`config.mk`:
```
export PLATFORM = sky130hd
export DESIGN_NAME = i2c_master_bit_engine
export DESIGN_NICKNAME = d
export VERILOG_FILES = /design/src/design/i2cbe_pkg.sv /design/src/design/i2cbe_csr.sv /design/src/design/i2cbe_engine.sv /design/src/design/i2c_master_bit_engine.sv
export SDC_FILE = /design/constraint.sdc
export NUM_CORES = 1
export LEC_CHECK = 0
export ABC_AREA = 0
export BUFFER_PORTS_ARGS = -buffer_cell sky130_fd_sc_hd__clkbuf_2
export CAP_MARGIN = 10
export CORE_MARGIN = 4
export CORE_UTILIZATION = 30
export DETAILED_ROUTE_END_ITERATION = 16
export GPL_TIMING_DRIVEN = 0
export PLACE_DENSITY = 0.53
export SLEW_MARGIN = 40
export SYNTH_ARGS = -nofsm -noshare
export SYNTH_HDL_FRONTEND = slang
export SYNTH_SLANG_ARGS = --single-unit
```
`constraint.sdc`:
```
create_clock -name clock -period 2.7 [get_ports clock]
set_input_delay 0.54 -clock clock [delete_from_list [all_inputs] [get_ports clock]]
set_output_delay 0.54 -clock clock [all_outputs]
set_load 0.05 [all_outputs]
```
`src/design/i2cbe_pkg.sv`:
```
`timescale 1ns / 1ps

package i2cbe_pkg;

   // Command codes carried in the op field; an op of seven is a plain tick
   typedef enum logic [2:0] {
      CMD_IDLE,
      CMD_START,
      CMD_STOP,
      CMD_WRITE,
      CMD_WAITACK,
      CMD_READ,
      CMD_SENDACK
   } cmd_type;

   localparam int unsigned BYTE_W    = 8;
   localparam int unsigned BYTE_MSB  = BYTE_W - 1;
   localparam logic [3:0]  BIT_COUNT = 4'(BYTE_W);

   localparam int unsigned REQ_TDATA_W = 16;
   localparam int unsigned REQ_TUSER_W = 3;
   localparam int unsigned RSP_TDATA_W = 16;

   typedef struct packed {
      logic [15:0] phase_ticks;
      logic [15:0] ack_retry_limit;
      logic [7:0]  stretch_limit;
   } cfg_type;

   typedef struct packed {
      logic [2:0] op;
      logic [7:0] tx_byte;
      logic       ack_level;
      logic       sda_in;
      logic       scl_in;
   } req_type;

   typedef struct packed {
      logic       scl_drive;
      logic       sda_drive;
      logic       busy_res;
      logic       done_res;
      logic [7:0] rx_byte;
      logic       ack_seen;
      logic       ack_timeout;
      logic       rejected;
   } rsp_type;

   // Reload value of the hold counter; zero ticks behaves as one
   function automatic logic [15:0] hold_value(input logic [15:0] ticks);
      hold_value = (ticks == 16'd0) ? 16'd0 : ticks - 16'd1;
   endfunction

endpackage

```
`src/design/i2cbe_csr.sv`:
```
`timescale 1ns / 1ps

module i2cbe_csr (
   input  logic                  clock,
   input  logic                  reset,
   input  logic                  csr_psel,
   input  logic                  csr_penable,
   input  logic                  csr_pwrite,
   input  logic [3:0]            csr_paddr,
   input  logic [31:0]           csr_pwdata,
   output logic [31:0]           csr_prdata,
   output logic                  csr_pready,
   output i2cbe_pkg::cfg_type    cfg
);
   import i2cbe_pkg::*;

   localparam logic [1:0] REG_PHASE_TICKS = 2'd0;
   localparam logic [1:0] REG_ACK_RETRY   = 2'd1;
   localparam logic [1:0] REG_STRETCH     = 2'd2;

   localparam logic [15:0] PHASE_TICKS_RST = 16'd1;
   localparam logic [15:0] ACK_RETRY_RST   = 16'd100;
   localparam logic [7:0]  STRETCH_RST     = 8'd50;

   logic [15:0] phase_ticks_ff;
   logic [15:0] ack_retry_ff;
   logic [7:0]  stretch_ff;
   logic        wr_en;
   logic [1:0]  reg_idx;

   assign csr_pready = 1'b1;
   assign wr_en      = csr_psel & csr_penable & csr_pwrite;
   assign reg_idx    = csr_paddr[3:2];

   // register writes; unknown indexes are ignored
   always_ff @(posedge clock) begin
      if (reset) begin
         phase_ticks_ff <= PHASE_TICKS_RST;
         ack_retry_ff   <= ACK_RETRY_RST;
         stretch_ff     <= STRETCH_RST;
      end else if (wr_en) begin
         unique case (reg_idx)
            REG_PHASE_TICKS: phase_ticks_ff <= csr_pwdata[15:0];
            REG_ACK_RETRY:   ack_retry_ff   <= csr_pwdata[15:0];
            REG_STRETCH:     stretch_ff     <= csr_pwdata[7:0];
            default: ;
         endcase
      end
   end

   // read mux
   always_comb begin
      unique case (reg_idx)
         REG_PHASE_TICKS: csr_prdata = {16'd0, phase_ticks_ff};
         REG_ACK_RETRY:   csr_prdata = {16'd0, ack_retry_ff};
         REG_STRETCH:     csr_prdata = {24'd0, stretch_ff};
         default:         csr_prdata = 32'd0;
      endcase
   end

   assign cfg.phase_ticks     = phase_ticks_ff;
   assign cfg.ack_retry_limit = ack_retry_ff;
   assign cfg.stretch_limit   = stretch_ff;

endmodule

```
`src/design/i2cbe_engine.sv`:
```
`timescale 1ns / 1ps

module i2cbe_engine (
   input  logic                  clock,
   input  logic                  reset,
   input  logic                  step_en,
   input  i2cbe_pkg::cfg_type    cfg,
   input  i2cbe_pkg::req_type    item,
   output i2cbe_pkg::rsp_type    result
);
   import i2cbe_pkg::*;

   cmd_type     cmd_ff, cmd_in;
   logic [1:0]  phase_ff, phase_in;
   logic [3:0]  bit_ff, bit_in;
   logic [7:0]  shift_ff, shift_in;
   logic [15:0] delay_ff, delay_in;
   logic [15:0] poll_ff, poll_in;
   logic        scl_ff, scl_in;
   logic        sda_ff, sda_in;
   logic        ack_seen_ff, ack_seen_in;
   logic        ack_to_ff, ack_to_in;
   logic [7:0]  rx_ff, rx_in;
   logic        done;
   logic        reject;

   logic        idle;
   logic        is_cmd;
   logic        advance;
   logic [3:0]  bit_inc;
   logic        bit_wrap;
   logic [15:0] hold_val;
   logic [7:0]  shift_up;

   assign idle     = (cmd_ff == CMD_IDLE);
   assign is_cmd   = (item.op >= CMD_START) && (item.op <= CMD_SENDACK);
   assign advance  = !idle && (delay_ff == 16'd0);
   assign bit_inc  = bit_ff + 4'd1;
   assign bit_wrap = (bit_inc >= BIT_COUNT);
   assign hold_val = hold_value(cfg.phase_ticks);
   assign shift_up = {shift_ff[BYTE_MSB-1:0], 1'b0};
   assign reject   = step_en && !idle && is_cmd;

   // next command and phase
   always_comb begin
      cmd_in   = cmd_ff;
      phase_in = phase_ff;
      if (step_en) begin
         if (idle) begin
            if (is_cmd) begin
               cmd_in   = cmd_type'(item.op);
               phase_in = 2'd0;
            end
         end else if (advance) begin
            unique case (cmd_ff)
               CMD_START, CMD_STOP: begin
                  if (phase_ff == 2'd0) phase_in = 2'd1;
                  else begin
                     cmd_in   = CMD_IDLE;
                     phase_in = 2'd0;
                  end
               end
               CMD_WAITACK: begin
                  if (phase_ff == 2'd0) begin
                     if (!item.sda_in) phase_in = 2'd1;
                     else if (poll_ff == 16'd0) begin
                        cmd_in   = CMD_IDLE;
                        phase_in = 2'd0;
                     end
                  end else begin
                     cmd_in   = CMD_IDLE;
                     phase_in = 2'd0;
                  end
               end
               CMD_SENDACK: begin
                  if (phase_ff == 2'd0) phase_in = 2'd1;
                  else if (phase_ff == 2'd1) phase_in = 2'd2;
                  else begin
                     cmd_in   = CMD_IDLE;
                     phase_in = 2'd0;
                  end
               end
               CMD_WRITE: begin
                  if (phase_ff == 2'd0) phase_in = 2'd1;
                  else if (phase_ff == 2'd1) phase_in = 2'd2;
                  else if (bit_wrap) begin
                     cmd_in   = CMD_IDLE;
                     phase_in = 2'd0;
                  end else phase_in = 2'd0;
               end
               CMD_READ: begin
                  if (phase_ff == 2'd0) begin
                     if (item.scl_in || (poll_ff == 16'd0)) phase_in = 2'd1;
                  end else if (bit_wrap) begin
                     cmd_in   = CMD_IDLE;
                     phase_in = 2'd0;
                  end else phase_in = 2'd0;
               end
               default: begin
                  cmd_in   = CMD_IDLE;
                  phase_in = 2'd0;
               end
            endcase
         end
      end
   end

   // line levels, counters, shift data and status
   always_comb begin
      bit_in      = bit_ff;
      shift_in    = shift_ff;
      delay_in    = delay_ff;
      poll_in     = poll_ff;
      scl_in      = scl_ff;
      sda_in      = sda_ff;
      ack_seen_in = ack_seen_ff;
      ack_to_in   = ack_to_ff;
      rx_in       = rx_ff;
      done        = 1'b0;
      if (step_en) begin
         if (idle) begin
            if (is_cmd) begin
               case (cmd_type'(item.op))
                  CMD_START: begin
                     scl_in   = 1'b1;
                     sda_in   = 1'b1;
                     delay_in = hold_val;
                  end
                  CMD_STOP: begin
                     scl_in   = 1'b0;
                     sda_in   = 1'b0;
                     delay_in = hold_val;
                  end
                  CMD_WRITE: begin
                     shift_in = item.tx_byte;
                     bit_in   = 4'd0;
                     scl_in   = 1'b0;
                     sda_in   = item.tx_byte[BYTE_MSB];
                     delay_in = hold_val;
                  end
                  CMD_WAITACK: begin
                     ack_seen_in = 1'b0;
                     ack_to_in   = 1'b0;
                     poll_in     = cfg.ack_retry_limit;
                     scl_in      = 1'b1;
                     sda_in      = 1'b1;
                     delay_in    = hold_val;
                  end
                  CMD_READ: begin
                     shift_in = 8'd0;
                     bit_in   = 4'd0;
                     poll_in  = {8'd0, cfg.stretch_limit};
                     scl_in   = 1'b1;
                     sda_in   = 1'b1;
                     delay_in = 16'd0;
                  end
                  default: begin
                     scl_in   = 1'b0;
                     sda_in   = !item.ack_level;
                     delay_in = hold_val;
                  end
               endcase
            end
         end else if (!advance) begin
            delay_in = delay_ff - 16'd1;
         end else begin
            case (cmd_ff)
               CMD_START: begin
                  if (phase_ff == 2'd0) begin
                     sda_in   = 1'b0;
                     delay_in = hold_val;
                  end else begin
                     scl_in   = 1'b0;
                     delay_in = 16'd0;
                     done     = 1'b1;
                  end
               end
               CMD_STOP: begin
                  if (phase_ff == 2'd0) begin
                     scl_in   = 1'b1;
                     delay_in = hold_val;
                  end else begin
                     sda_in   = 1'b1;
                     delay_in = 16'd0;
                     done     = 1'b1;
                  end
               end
               CMD_WAITACK: begin
                  if (phase_ff == 2'd0) begin
                     if (!item.sda_in) begin
                        ack_seen_in = 1'b1;
                        scl_in      = 1'b0;
                        delay_in    = hold_val;
                     end else if (poll_ff == 16'd0) begin
                        ack_to_in = 1'b1;
                        delay_in  = 16'd0;
                        done      = 1'b1;
                     end else begin
                        poll_in = poll_ff - 16'd1;
                     end
                  end else begin
                     delay_in = 16'd0;
                     done     = 1'b1;
                  end
               end
               CMD_SENDACK: begin
                  if (phase_ff == 2'd0) begin
                     scl_in   = 1'b1;
                     delay_in = hold_val;
                  end else if (phase_ff == 2'd1) begin
                     scl_in   = 1'b0;
                     sda_in   = 1'b1;
                     delay_in = hold_val;
                  end else begin
                     delay_in = 16'd0;
                     done     = 1'b1;
                  end
               end
               CMD_WRITE: begin
                  if (phase_ff == 2'd0) begin
                     scl_in   = 1'b1;
                     delay_in = hold_val;
                  end else if (phase_ff == 2'd1) begin
                     scl_in   = 1'b0;
                     delay_in = hold_val;
                  end else begin
                     bit_in = bit_inc;
                     if (bit_wrap) begin
                        delay_in = 16'd0;
                        done     = 1'b1;
                     end else begin
                        shift_in = shift_up;
                        sda_in   = shift_up[BYTE_MSB];
                        delay_in = hold_val;
                     end
                  end
               end
               CMD_READ: begin
                  if (phase_ff == 2'd0) begin
                     if (item.scl_in || (poll_ff == 16'd0)) begin
                        shift_in = {shift_ff[BYTE_MSB-1:0], item.sda_in};
                        scl_in   = 1'b0;
                     end else begin
                        poll_in = poll_ff - 16'd1;
                     end
                     delay_in = hold_val;
                  end else begin
                     bit_in = bit_inc;
                     if (bit_wrap) begin
                        rx_in    = shift_ff;
                        delay_in = 16'd0;
                        done     = 1'b1;
                     end else begin
                        scl_in   = 1'b1;
                        poll_in  = {8'd0, cfg.stretch_limit};
                        delay_in = 16'd0;
                     end
                  end
               end
               default: begin
                  delay_in = 16'd0;
                  done     = 1'b1;
               end
            endcase
         end
      end
   end

   // engine state
   always_ff @(posedge clock) begin
      if (reset) begin
         cmd_ff      <= CMD_IDLE;
         phase_ff    <= 2'd0;
         bit_ff      <= 4'd0;
         shift_ff    <= 8'd0;
         delay_ff    <= 16'd0;
         poll_ff     <= 16'd0;
         scl_ff      <= 1'b1;
         sda_ff      <= 1'b1;
         ack_seen_ff <= 1'b0;
         ack_to_ff   <= 1'b0;
         rx_ff       <= 8'd0;
      end else begin
         cmd_ff      <= cmd_in;
         phase_ff    <= phase_in;
         bit_ff      <= bit_in;
         shift_ff    <= shift_in;
         delay_ff    <= delay_in;
         poll_ff     <= poll_in;
         scl_ff      <= scl_in;
         sda_ff      <= sda_in;
         ack_seen_ff <= ack_seen_in;
         ack_to_ff   <= ack_to_in;
         rx_ff       <= rx_in;
      end
   end

   // result of this step, taken from the updated state
   assign result.scl_drive   = scl_in;
   assign result.sda_drive   = sda_in;
   assign result.busy_res    = (cmd_in != CMD_IDLE);
   assign result.done_res    = done;
   assign result.rx_byte     = rx_in;
   assign result.ack_seen    = ack_seen_in;
   assign result.ack_timeout = ack_to_in;
   assign result.rejected    = reject;

endmodule

```
`src/design/i2c_master_bit_engine.sv`:
```
`timescale 1ns / 1ps

// I2C master bit engine. Every item on the req channel is one time step of the
// open-drain line sequencer and yields exactly one rsp item with the line drives
// and status after that step. An item may carry a command (start, stop, write,
// wait ack, read, send ack) which is taken only when the engine is idle, else it
// is dropped and flagged as rejected. Throughput is one item per clock while the
// result register is free; an item passes the input register, then the step
// logic into the result register, which holds it until rsp_tready. Hold lengths
// are counted in items, not clocks. Registers are written over the csr_ port;
// the user must write them only while no step is in flight, the block does not enforce it.

module i2c_master_bit_engine (
   input  logic        clock,
   input  logic        reset,
   // req item
   input  logic        req_tvalid,
   output logic        req_tready,
   input  logic [15:0] req_tdata,  // tx_byte[7:0], ack_level[8], sda_in[9], scl_in[10], zero
   input  logic [2:0]  req_tuser,  // op[2:0]
   // rsp item
   output logic        rsp_tvalid,
   input  logic        rsp_tready,
   output logic [15:0] rsp_tdata,  // scl_drive[0], sda_drive[1], busy_res[2], done_res[3],
                                   // rx_byte[11:4], ack_seen[12], ack_timeout[13],
                                   // rejected[14], zero
   // configuration
   input  logic        csr_psel,
   input  logic        csr_penable,
   input  logic        csr_pwrite,
   input  logic [3:0]  csr_paddr,
   input  logic [31:0] csr_pwdata,
   output logic [31:0] csr_prdata,
   output logic        csr_pready
);
   import i2cbe_pkg::*;

   cfg_type     cfg;
   req_type     req_item;
   req_type     in_item_ff;
   logic        in_valid_ff;
   rsp_type     step_rsp;
   rsp_type     rsp_item_ff;
   logic        rsp_valid_ff;
   logic        out_free;
   logic        step_en;

   i2cbe_csr u_csr (
      .clock       (clock),
      .reset       (reset),
      .csr_psel    (csr_psel),
      .csr_penable (csr_penable),
      .csr_pwrite  (csr_pwrite),
      .csr_paddr   (csr_paddr),
      .csr_pwdata  (csr_pwdata),
      .csr_prdata  (csr_prdata),
      .csr_pready  (csr_pready),
      .cfg         (cfg)
   );

   // unpack the req item
   assign req_item.op        = req_tuser;
   assign req_item.tx_byte   = req_tdata[7:0];
   assign req_item.ack_level = req_tdata[8];
   assign req_item.sda_in    = req_tdata[9];
   assign req_item.scl_in    = req_tdata[10];

   // pipeline flow: the result register frees when empty or taken
   assign out_free   = !rsp_valid_ff || rsp_tready;
   assign step_en    = in_valid_ff && out_free;
   assign req_tready = !in_valid_ff || out_free;

   // input register
   always_ff @(posedge clock) begin
      if (reset) in_valid_ff <= 1'b0;
      else if (req_tready) in_valid_ff <= req_tvalid;
   end

   always_ff @(posedge clock) begin
      if (req_tready && req_tvalid) in_item_ff <= req_item;
   end

   i2cbe_engine u_engine (
      .clock   (clock),
      .reset   (reset),
      .step_en (step_en),
      .cfg     (cfg),
      .item    (in_item_ff),
      .result  (step_rsp)
   );

   // result register
   always_ff @(posedge clock) begin
      if (reset) rsp_valid_ff <= 1'b0;
      else if (out_free) rsp_valid_ff <= in_valid_ff;
   end

   always_ff @(posedge clock) begin
      if (step_en) rsp_item_ff <= step_rsp;
   end

   assign rsp_tvalid = rsp_valid_ff;
   assign rsp_tdata  = {1'b0, rsp_item_ff.rejected, rsp_item_ff.ack_timeout,
                        rsp_item_ff.ack_seen, rsp_item_ff.rx_byte, rsp_item_ff.done_res,
                        rsp_item_ff.busy_res, rsp_item_ff.sda_drive, rsp_item_ff.scl_drive};

endmodule

```
* Word level (Yosys, flattened, before mapping)
Index checks and enable logic that the tools add are counted.
Word-level totals: latch bits 0, memory bits (writable) 0, memories kept 0, memory bits (read-only) 0, output and inout bits 51, register bits after elaboration 132, input bits 62, word-level logic and storage cells 242
Cells by class: shifts and indexed selects 0, add/sub/neg operators 4, div/mod/pow operators 0, muxes and demuxes 134, bitwise logic cells 3, equal/unequal tests 32, reductions and logical operators 37, multipliers 0, $lt $le $gt $ge 3
Operator list (count):
- 16-bit two-way mux | 23
- 8-bit two-way mux | 14
- 16-bit one-hot mux with 2 select lines | 2
- 16-bit one-hot mux with 4 select lines | 1
- 1-bit two-way mux | 53
- 16-bit logical NOT | 3
- 16-bit one-hot mux with 3 select lines | 1
- 16-bit by 1-bit subtractor with 16-bit output, second input constant | 3
- 3-bit two-way mux | 14
- 8-bit one-hot mux with 2 select lines | 2
- 4-bit two-way mux | 7
- 2-bit two-way mux | 10
- 10-bit AND reduction | 2
- 3-bit by 2-bit inequality test with 1-bit output, second input constant | 6
- 3-bit == test, second input constant | 5
- 3-bit one-hot mux with 5 select lines | 1
- 3-bit by 2-bit == test with 1-bit output, second input constant | 4
- 4-bit by 3-bit inequality test with 1-bit output, second input constant | 3
- 1-bit one-hot mux with 5 select lines | 2
- 3-bit by 1-bit inequality test with 1-bit output, second input constant | 3
- 3-bit nonzero test | 3
- 2-bit one-hot mux with 4 select lines | 1
- 4-bit one-hot mux with 2 select lines | 1
- 8-bit AND reduction | 1
- 26 further kinds | 48

* Logic depth before layout (Yosys ltp)
depth after elaboration 10, gate-level depth with buffers 9, mapped depth without buffers 8

* Modules after synthesis
From an unflattened synthesis, not the netlist that was laid out.
Unflattened totals: cells, all modules 875, area, all modules 7781.2 µm²
Modules (own cells, without submodules):
- i2cbe_engine | sequential area each 1221.2 µm², cells an instance 610, instances 1, area each 4692.0 µm²
- i2cbe_csr | sequential area each 800.8 µm², cells an instance 224, instances 1, area each 2103.3 µm²
- i2c_master_bit_engine | sequential area each 910.9 µm², cells an instance 41, instances 1, area each 985.9 µm²

* Worst setup path after synthesis
No wires, ideal clock.
path type in2out, start point input csr_paddr[2], end point output csr_prdata[6], cell stages on the path 4, buffers on the path 2, arrival 2635 ps, slack -475 ps, data required time 2160 ps, cells stage by stage buf_1 > clkbuf_1 > mux2i_1 > o21ai_0
On the way: cells in the longest elaborated chain, start to end 2, elaborated cells on any way between the ends 4, those cells by class 2 x eq/ne; 1 x mux; 1 x reduce/logical
Ends and longest elaborated chain:
- from (decl) | RTL line i2c_master_bit_engine.sv:31 | input logic [3:0] csr_paddr,
- 2-bit == test, or another cell as far along | RTL line i2cbe_csr.sv:53 | unique case (reg_idx)
- 16-bit one-hot mux with 3 select lines (*) | RTL line i2cbe_csr.sv:53
- to (decl) | RTL line i2c_master_bit_engine.sv:33 | output logic [31:0] csr_prdata,
Mark *: on every way between the ends. The rest lies on a longest branch, timed or not.

* Worst setup path after layout
start point register u_engine.cmd_ff[1], end point register u_engine.delay_ff[10]
On the way: cells in the longest elaborated chain, start to end 5, elaborated cells on any way between the ends 16, those cells by class 8 x eq/ne; 3 x mux; 5 x reduce/logical
Ends and longest elaborated chain:
- from (decl) | RTL line i2cbe_engine.sv:13 | cmd_type cmd_ff, cmd_in;
- from (signal assigned) | RTL line i2cbe_engine.sv:284 | cmd_ff <= cmd_in;
- 3-bit by 1-bit == test with 1-bit output, or another cell as far along | RTL line i2cbe_engine.sv:167 | case (cmd_ff)
- 3-bit OR reduction (no line) / 1-bit logical NOT (equally long branches)
- 16-bit one-hot mux with 4 select lines / 1-bit logical AND (equally long branches) | RTL line i2cbe_engine.sv:167, i2cbe_engine.sv:37
- 16-bit two-way mux / 6-bit by 5-bit inequality test with 1-bit output (equally long branches)
- 16-bit two-way mux / 3-bit AND reduction (equally long branches)
- to (signal assigned) | RTL line i2cbe_engine.sv:288 | delay_ff <= delay_in;
- to (decl) | RTL line i2cbe_engine.sv:17 | logic [15:0] delay_ff, delay_in;
Several ways; a longest one is shown, not always the timed one. A chain may end at the register's enable or synchronous reset.

==> flow_metrics.env <==
export IMPL_reg2reg_depth=8
export IMPL_startpoint_type="flop"
export IMPL_yosys_most_used_dff="dfxtp_1"
export IMPL_cts_num_sinks=132
export IMPL_vias=7001
export IMPL_drive_above_1_share_pct=20.8
export IMPL_synthArstFlopShare_pct=0
export IMPL_worst_pin_slew_ns=0.783
export IMPL_stdcell_area_um2=9050
export IMPL_synth_cells=862
export IMPL_p_leak_nw=3.36
export IMPL_finalSetupViolCount=0
export IMPL_cp_slowest_cell="nor3b_1"
export IMPL_max_stage_delay_ns=0.60
export IMPL_rows=57
export IMPL_rrSetupSlack_ns=0.09
export IMPL_portBuffers=71
export IMPL_min_delay_start="req_tuser[0]"
export IMPL_final_cell_mix="nand2_1, dfxtp_1, a21oi_1, clkbuf_2, nor2_1"
export IMPL_ctsHoldBuffers=0
export IMPL_route_detailed_drc=0
export IMPL_total_power_mw=5.88
export IMPL_overflow=0
export IMPL_cts_htree_levels=4
export IMPL_outcome="complete, no violations"
export IMPL_core_um2=24400
export IMPL_hold_path_depth=1
export IMPL_track_usage_pct=17.4
export IMPL_ios=113
export IMPL_power_density_nw_per_um2=650
export IMPL_dp_final_hpwl_um=17800
export IMPL_wl_per_cell_um=18.7
export IMPL_cts_made_buffers=17
export IMPL_gp_congestion=0.935
export IMPL_layout_worst_path_cycle_share_pct=96.7
export IMPL_fill_cells=2563
export IMPL_synth_warnings=0
export IMPL_vias_per_cell=5.36
export IMPL_clk_latency_ns=0.43
export IMPL_period_minus_slack_ns=2.61
export IMPL_placed_area_um2=8320
export IMPL_critPathKind="flop to flop"
export IMPL_cp_required_ns=2.98
export IMPL_crit_path_end_kind="flop"
export IMPL_finalNetCount=1037
export IMPL_cts_tree="built"
export IMPL_worstPathArrival_ns=2.89
export IMPL_rr_endpoint="u_engine.delay_ff[10]$_SDFFE_PP0P_"
export IMPL_grt_pass1_vias=6644
export IMPL_fp_dieArea_um2=27500
export IMPL_worstHoldPathType="input pin to flop"
export IMPL_maxSlewHeadroom_pct=47.8
export IMPL_antenna_found_initial=0
export IMPL_area_delta_synth_final_pct=21.1
export IMPL_grt_max_degree=24
export IMPL_drt_total_wl_um=24400
export IMPL_peakVddDrop_v=0.000360
export IMPL_max_clock_freq_mhz=383
export IMPL_final_common_cell="nand2_1"
export IMPL_ys_types=88
export IMPL_synth_top_area_share_pct=27.6
export IMPL_ys_seq_elements=132
export IMPL_r2r_start="u_engine.cmd_ff[1]$_SDFF_PP0_"
export IMPL_clockBufferDepth=2
export IMPL_syn_avg_cell_area_um2=8.67
export IMPL_root_buffer="clkbuf_16"
export IMPL_ys_seq_area_share_pct=39.3
export IMPL_grt_pass1_wl_um=38300
export IMPL_hold_end="in_item_ff[11]$_DFFE_PP_"
export IMPL_synth_edf_count=29
export IMPL_yosysTopAreaCell="dfxtp_1"
export IMPL_start_util_pct=30.6
export IMPL_drv_cap=0
export IMPL_die_y_um=166
export IMPL_rsz0062_at_grt="no"
export IMPL_syn_area_um2=7470
export IMPL_num_antenna_cells=0
export IMPL_fin_skew_ns=0.0111
export IMPL_die_w_um=166
export IMPL_clk_pin_slew_ns=0.06
export IMPL_first_pass_iters=7
export IMPL_hold_viol=0
export IMPL_drt_iter0_drc=581
export IMPL_path_cells="clkbuf_1 -> nor3b_1 -> nand3_1 -> a2111oi_4 -> nor2_4 -> buf_2 -> nand4_1 -> a31oi_1"
export IMPL_ant_nets=0
export IMPL_drv_slew=0
export IMPL_ys_top_cells_by_area="dfxtp_1, edfxtp_1, nand2_1, a21oi_1, mux2i_1"
export IMPL_cp_max_fo=10
## layout make-up
class | count | area, um2 | area share [%]
buffer | 75 | 389 | 4.30
clock buffer | 17 | 425 | 4.70
clock inverter | 15 | 226 | 2.50
inverter | 17 | 65.1 | 0.719
multi-input combinational | 654 | 4230 | 46.8
sequential | 132 | 2930 | 32.4
tap | 324 | 405 | 4.48
timing repair buffer | 73 | 370 | 4.09
## metal layers
layer	share of wire, %	wire length (um)	global-route usage, %	vias to the layer above
met5	0	0	0	-
met4	1.6	385	4.27	0
met3	7.8	1920	4.33	33
met2	42	10300	25.4	296
met1	48	11800	25.6	3300
li1	-	-	-	3372
## power breakdown
part / switching [mW] / leakage [nW] / internal [mW]
Clock: 0.940 / 0.312 / 1.65
Sequential: 0.0705 / 1.11 / 2.09
Combinational: 0.762 / 1.94 / 0.375
## worst max-delay path, delay by kind of cell (launching register included)
kind            cells  cell delay [ns]
compound gates      2             0.57
simple gates        4             1.14
flops               1             0.32
buf+inv             2             0.43
## cell families (layout without fill, tap and decap cells)
logic type,count (synthesis),count (layout),share of synthesized area [%]
compound gates,245,245,22.1
mux,37,37,5.56
xor+xnor,28,28,3.38
flops,132,132,39.3
fa+ha+maj,5,5,0.838
buf+inv,92,197,6.00
simple gates,321,321,22.8
other cells,2,18,0.101
## stage by stage
stage	setup TNS (ns)	setup WS [ns]	utilization, %	cells	hold slack [ns]
after floorplan	0	0.0354	-	878	0.444
after global placement	-26.91	-0.630	34.1	1273	0.466
after detailed placement	-27.23	-0.623	34.1	1273	0.472
after CTS	0	0.0674	36.9	1305	0.279
after global routing	0	0.00245	37.1	1307	0.274
final	0	0.0898	37.1	1307	0.292
## registers in the layout, summed over array words and instances (netlist names)
signal,cells
in_item_ff,14
in_valid_ff,1
rsp_tdata,15
rsp_tvalid,1
u_csr.ack_retry_ff,16
u_csr.phase_ticks_ff,16
u_csr.stretch_ff,8
u_engine.ack_seen_ff,1
u_engine.ack_to_ff,1
u_engine.bit_ff,4
u_engine.cmd_ff,3
u_engine.delay_ff,16
u_engine.phase_ff,2
u_engine.poll_ff,16
u_engine.rx_ff,8
u_engine.scl_ff,1
u_engine.sda_ff,1
u_engine.shift_ff,8
## how the worst max path moves through the flow
stage,from,end,cells after the start
2_1_floorplan,csr_paddr[2],csr_prdata[0],3
4_1_cts,u_engine.delay_ff[0]$_SDFFE_PP0P_,u_engine.delay_ff[13]$_SDFFE_PP0P_,8
3_5_place_dp,rsp_tready,u_engine.poll_ff[1]$_SDFFE_PP0P_,9
3_3_place_gp,rsp_tready,u_engine.poll_ff[1]$_SDFFE_PP0P_,9
5_1_grt,u_engine.delay_ff[0]$_SDFFE_PP0P_,u_engine.poll_ff[8]$_SDFFE_PP0P_,10
6_report,u_engine.cmd_ff[1]$_SDFF_PP0_,u_engine.delay_ff[10]$_SDFFE_PP0P_,8
## Yosys cell counts, drive strengths merged, types with 15 or more instances
cell    instances
nand2         116
xor2           15
inv            16
and2           15
a22oi          17
edfxtp         29
nor4           15
nor2           60
o21ai          34
nor3           27
a211oi         18
mux2i          25
clkbuf         37
dfxtp         103
buf            38
nand3          20
a21oi          79
## timing repair
action | CTS | global route
endpoints found under the setup margin | 53 | 50
resized for setup | 7 | 11
buffers inserted | 0 | 2
No activity file was read; power rests on OpenSTA's default activity.
